--- config.mk ---
export PLATFORM = sky130hd
export DESIGN_NAME = rrip_pcb_ctrl
export DESIGN_NICKNAME = d
export VERILOG_FILES = /design/src/assert_macros.svh /design/src/rrip_pcb_pkg.sv /design/src/rrip_pcb_ctrl.sv
export SDC_FILE = /design/constraint.sdc
export NUM_CORES = 1
export LEC_CHECK = 0
export BUFFER_PORTS_ARGS = -buffer_cell sky130_fd_sc_hd__buf_2
export CAP_MARGIN = 10
export CORE_AREA = 2 2 39 41
export CTS_CLUSTER_DIAMETER = 60
export DETAILED_ROUTE_END_ITERATION = 10
export DIE_AREA = 0 0 41 43
export GPL_ROUTABILITY_DRIVEN = 0
export GPL_TIMING_DRIVEN = 1
export PLACE_DENSITY = 0.34
export SYNTH_ARGS = -nofsm -noshare
export SYNTH_HDL_FRONTEND = slang
export SYNTH_SLANG_ARGS = --single-unit
--- constraint.sdc ---
create_clock -name clk -period 1.25 [get_ports clk]
set_input_delay 0.0625 -clock clk [delete_from_list [all_inputs] [get_ports clk]]
set_output_delay 0.0625 -clock clk [all_outputs]
set_load 0.01 [all_outputs]
--- src/assert_macros.svh ---
// ----------------------------------------------------------------------------
// Assertion macros
// Concurrent assertion helpers used by the RTL datapath; empty for synthesis.
// ----------------------------------------------------------------------------
`ifndef ASSERT_MACROS_SVH
`define ASSERT_MACROS_SVH
`ifndef SYNTHESIS
// Same-cycle implication, disabled while reset is asserted.
`define ASSERT_IMPL(lbl, clk, rstn, ante, cons) \
    lbl: assert property (@(posedge clk) disable iff (!rstn) (ante) |-> (cons)) \
        else $error("assertion failed: same-cycle implication");
// Next-cycle implication, disabled while reset is asserted.
`define ASSERT_NEXT(lbl, clk, rstn, ante, cons) \
    lbl: assert property (@(posedge clk) disable iff (!rstn) (ante) |=> (cons)) \
        else $error("assertion failed: next-cycle implication");
`else
`define ASSERT_IMPL(lbl, clk, rstn, ante, cons)
`define ASSERT_NEXT(lbl, clk, rstn, ante, cons)
`endif
`endif

--- src/rrip_pcb_pkg.sv ---
// ----------------------------------------------------------------------------
// RRIP replacer package
// Shared constants and controller/datapath interface types.
// ----------------------------------------------------------------------------
`timescale 1ns / 1ps

package rrip_pcb_pkg;

    localparam logic [1:0] RRPV_TOP     = 2'd3;
    localparam logic [9:0] SEL_TOP      = 10'd1023;
    localparam logic [9:0] SEL_MID      = 10'd511;
    localparam logic [3:0] CONF_TOP     = 4'd15;
    localparam logic [3:0] CONF_START   = 4'd7;
    localparam logic [3:0] CONF_LOW_MAX = 4'd4;

    localparam logic [10:0] STRIDE_RESET    = 11'd32;
    localparam logic [10:0] STRIDE_MIN      = 11'd2;
    localparam logic [15:0] FIRST_LEN_RESET = 16'd10000;
    localparam logic [15:0] LONG_LEN_RESET  = 16'd30000;

    // Configuration register indexes.
    localparam logic [1:0] REG_STRIDE    = 2'd0;
    localparam logic [1:0] REG_FIRST_LEN = 2'd1;
    localparam logic [1:0] REG_LONG_LEN  = 2'd2;

    // Epoch measurement states.
    localparam logic [1:0] EP_FIRST  = 2'd0;
    localparam logic [1:0] EP_TRIAL  = 2'd1;
    localparam logic [1:0] EP_BYPASS = 2'd2;
    localparam logic [1:0] EP_PLAIN  = 2'd3;

    // Bits of the set number fed through the remainder unit.
    localparam int unsigned DIV_STEPS = 11;

    typedef struct packed {
        logic load;
        logic clr_step;
        logic div_step;
        logic exec;
        logic mul;
        logic cmp;
    } cmd_t;

    typedef struct packed {
        logic clr_done;
        logic div_done;
        logic need_decide;
    } sts_t;

endpackage

--- src/rrip_pcb_ctrl.sv ---
// ----------------------------------------------------------------------------
// RRIP replacer controller
// Sequences clearing, remainder steps, execution and the epoch decision.
// ----------------------------------------------------------------------------
`timescale 1ns / 1ps

module rrip_pcb_ctrl
(
    input  logic                clk,
    input  logic                rst_n,
    input  logic                start,
    input  rrip_pcb_pkg::sts_t  sts,
    output logic                busy,
    output rrip_pcb_pkg::cmd_t  cmd
);

    localparam logic [2:0] S_CLEAR = 3'd0;
    localparam logic [2:0] S_IDLE  = 3'd1;
    localparam logic [2:0] S_DIV   = 3'd2;
    localparam logic [2:0] S_EXEC  = 3'd3;
    localparam logic [2:0] S_MUL   = 3'd4;
    localparam logic [2:0] S_CMP   = 3'd5;

    logic [2:0] state_reg;
    logic [2:0] state_next;

    always_ff @(posedge clk or negedge rst_n)
    begin
        if (!rst_n)
        begin
            state_reg <= S_CLEAR;
        end
        else
        begin
            state_reg <= state_next;
        end
    end

    always_comb
    begin
        state_next = state_reg;
        unique case (state_reg)
            S_CLEAR:
            begin
                if (sts.clr_done)
                    state_next = S_IDLE;
            end
            S_IDLE:
            begin
                if (start)
                    state_next = S_DIV;
            end
            S_DIV:
            begin
                if (sts.div_done)
                    state_next = S_EXEC;
            end
            S_EXEC:
            begin
                state_next = sts.need_decide ? S_MUL : S_IDLE;
            end
            S_MUL:
            begin
                state_next = S_CMP;
            end
            S_CMP:
            begin
                state_next = S_IDLE;
            end
            default:
            begin
                state_next = S_IDLE;
            end
        endcase
    end

    assign busy         = (state_reg != S_IDLE);
    assign cmd.load     = (state_reg == S_IDLE) && start;
    assign cmd.clr_step = (state_reg == S_CLEAR);
    assign cmd.div_step = (state_reg == S_DIV) && !sts.div_done;
    assign cmd.exec     = (state_reg == S_EXEC);
    assign cmd.mul      = (state_reg == S_MUL);
    assign cmd.cmp      = (state_reg == S_CMP);

endmodule

-- After elaboration in Yosys (flattened, before gate mapping)
Cells that the tools add are included.
- reductions and logical operators: 5
- add/sub/neg operators: 0
- divide/modulo/power cells: 0
- shift operators: 0
- bitwise operators: 0
- multipliers: 0
- magnitude comparators: 0
- muxes and demuxes: 5
- equality and inequality tests: 9
- operators by type and width (kind ; count):
    one-hot mux 3 bit (5 select lines) ; 1
    two-way mux 3 bit ; 4
    == test 3 x 2 -> 1 bit, second input constant ; 2
    == test 3 bit, second input constant ; 2
    inequality test 2 bit, second input constant ; 3
    == test 3 x 1 -> 1 bit, second input constant ; 1
    logical NOT 3 bit ; 1
    inequality test 3 x 1 -> 1 bit, second input constant ; 1
    AND reduction 3 bit ; 1
    logical AND 1 bit ; 2
    logical NOT 1 bit ; 1
- ROM bits: 0
- memories kept: 0
- register bits: 3
- word-level logic and storage cells: 20
- memory bits (writable): 0
- bits in latches: 0

-- Longest topological paths before layout
- depth in word-level cells: 3
- depth in mapped cells: 4

-- Least setup slack after synthesis
Ideal clock, no wire load.
- path kind: register to output
- from: register state_reg[0]
- to: output cmd[3] (netlist bit)
- slack: 0.216 ns
- cell stages (with the launch flop): 3
- buffers on the path: 1
- data required time: 1.188 ns
- arrival: 0.972 ns
- path through: dfrtp_1 -> buf_6 -> nor4b_1
- RTL lines (element ; line ; text):
    start: declaration ; rrip_pcb_ctrl.sv:24 ; logic [2:0] state_reg;
    start signal: assignment ; rrip_pcb_ctrl.sv:35 ; state_reg <= state_next;
    end: declaration ; rrip_pcb_ctrl.sv:14 ; output rrip_pcb_pkg::cmd_t cmd

==> out/results.ini <==
[pwr]
p_leak_nw=0.178
peakVddDrop_mv=0.758
p_per_area_nw_per_um2=2360
power.total_w=0.000778

[worst_setup_path]
end_kind=output pin
cp_cell_sequence=buf_4, nor3b_2, buf_2
slowest_delay_ps=450
path_class=reg -> out
cp_data_required_time_ps=1190
cp.arrival_ps=1170
worst_setup_path_start_kind=register
worst-path-max-fanout=9
reg2reg_slack_ps=220
crit_slowest_cell=dfrtp_2

[detailed_routing]
via_count=219
wl_per_cell_um=8.61
drc_errors=0
drt_iter0_drc=0
wl_um=482
ant_nets=0
vias_per_cell=3.91
drt_first_pass_iters=1

[logic_synthesis]
yosysSeqAreaShare_pct=36.8
yosysMostFrequentCell=nor2_1
yosysTopAreaCell=dfrtp_1
yosys_warnings=0
synth_area_leaders=dfrtp_1, nor2_1, nor3b_2
synth_cell_types=17
synth_nets=29
syn-instance-count=23
synthFlopType=dfrtp_1
async_flop_share_pct=100
synth-edff-count=0
synthesis.area_um2=204
synth.avg_cell_area_um2=8.87
ys_seq_elements=3
yosys-top-cells-count=nor2_1, dfrtp_1, a21oi_1
yosysTopAreaCellShare_pct=36.8

[timing]
tightest_slew_ps=240
max_freq_mhz=810
finalHoldViolCount=0
finalSetupViolations=0
drv_slew=0
fin_crit_ps=1230
period_share_pct=98.7
rsz0062_at_grt=true
holdWs_ps=66.4
clock_skew_ps=1.49
slew_headroom_pct=84.0
fin_tns_setup_ps=0

[floorplanning]
die_y_um=43
die_x_um=41
start_util_pct=14.7
fp-row-count=14
dieArea_um2=1760
core_um2=1380
io_pins=13

[clock_tree]
cts_buffers=3
cts.path.max_buffers=2
cts_tree=built
root_buffer=clkbuf_4
clkSlewWorstSetupHoldPaths_ps=40
cts.sinks=3
cts-htree-levels=1
clock_latency_ps=230

[cells_and_area]
final_util_pct=23.9
drive_gt1_share_pct=55.0
nets=47
antenna_cells=0
syn_to_final_growth_pct=62.0
largest_reg_flops=3
instances_no_fill=56

[place]
io_buffers=12
dp_cells=50
dp_hpwl_um=352

[grt]
grt_pass1_wl_um=627
grtUsageMet1_pct=7.12
antenna_found_initial=0
busiest_layer=met4
overflow=0
grt_max_degree=11
use_met2_pct=6.25
grtUsageTotal_pct=5.73
use_met3_pct=1.57
first_global_vias=172

[min_path]
hold_class=in -> reg

[run]
drv_cap=0

[status]
status=finished clean

[cells by family after synthesis]
group	count (synthesis)	synth area share, %
AOI/OAI and AO/OA	5	16.6
buffers and inverters	2	7.36
DFF	3	36.8
and+or+nand+nor	13	39.3
[report_power, final]
| part | total [W] | switching (W) | internal (W) | leakage [nW] |
|---|---|---|---|---|
| Clock | 0.000166 | 0.0000462 | 0.000119 | 0.0150 |
| Sequential | 0.000241 | 0.0000957 | 0.000146 | 0.0355 |
| Combinational | 0.000371 | 0.000168 | 0.000203 | 0.127 |
| Total | 0.000778 | 0.000310 | 0.000468 | 0.178 |
[cell type report]
cell class | count | area, um2
multi-input cells | 18 | 125
clock buffers | 4 | 26.3
well taps | 16 | 20.0
fillers | 171 | 1050
repair buffers | 14 | 77.6
inverters | 1 | 3.75
flip-flops and latches | 3 | 77.6
[metal layers]
layer	vias to the layer above	routed length, um
met5	-	0
met4	0	0
met3	0	41
met2	7	229
met1	100	211
li1	112	-
[worst paths after layout]
path,to,startpoint,depth (start not counted)
max reg2reg,state_reg[0],state_reg[0],3
max in group asynchronous,state_reg[1],rst_n,2
min,state_reg[2],sts[0],2
min reg2reg,state_reg[1],state_reg[2],1
min in group asynchronous,state_reg[0],rst_n,2
max,cmd[1],state_reg[0],3
[critical path, delay by kind of cell (launching register included)]
family | cells | cell delay (ps)
buf+inv | 2 | 320
simple gates | 1 | 170
flops | 1 | 450
[timing repair]
item	in CTS	in global routing
buffers inserted	0	1
endpoints found under the hold margin	3	0
setup endpoints to repair	4	2
pin swaps	0	0
hold buffers	1	0
gates resized for setup	2	2
[cells in the final DEF (no fill, tap or decap), drive strengths merged]
cell type / n
clkbuf: 4
nand2: 1
a211oi: 1
nor3: 1
nor3b: 1
inv: 1
dlygate4sd3: 1
and2: 1
a21oi: 2
and2b: 1
buf: 13
nor2: 5
a21o: 1
nor4b: 1
nand2b: 1
a211o: 1
dfrtp: 3
nor2b: 1
[metrics by stage]
step | cell area, um2 | setup WS (ps)
finish | 330 | 16.1
global route | 330 | -20.5
CTS | 317 | 8.93
detailed placement | 273 | 176
global placement | 273 | 175
floorplan | 204 | 216
Power figures use the tool's default switching activity.
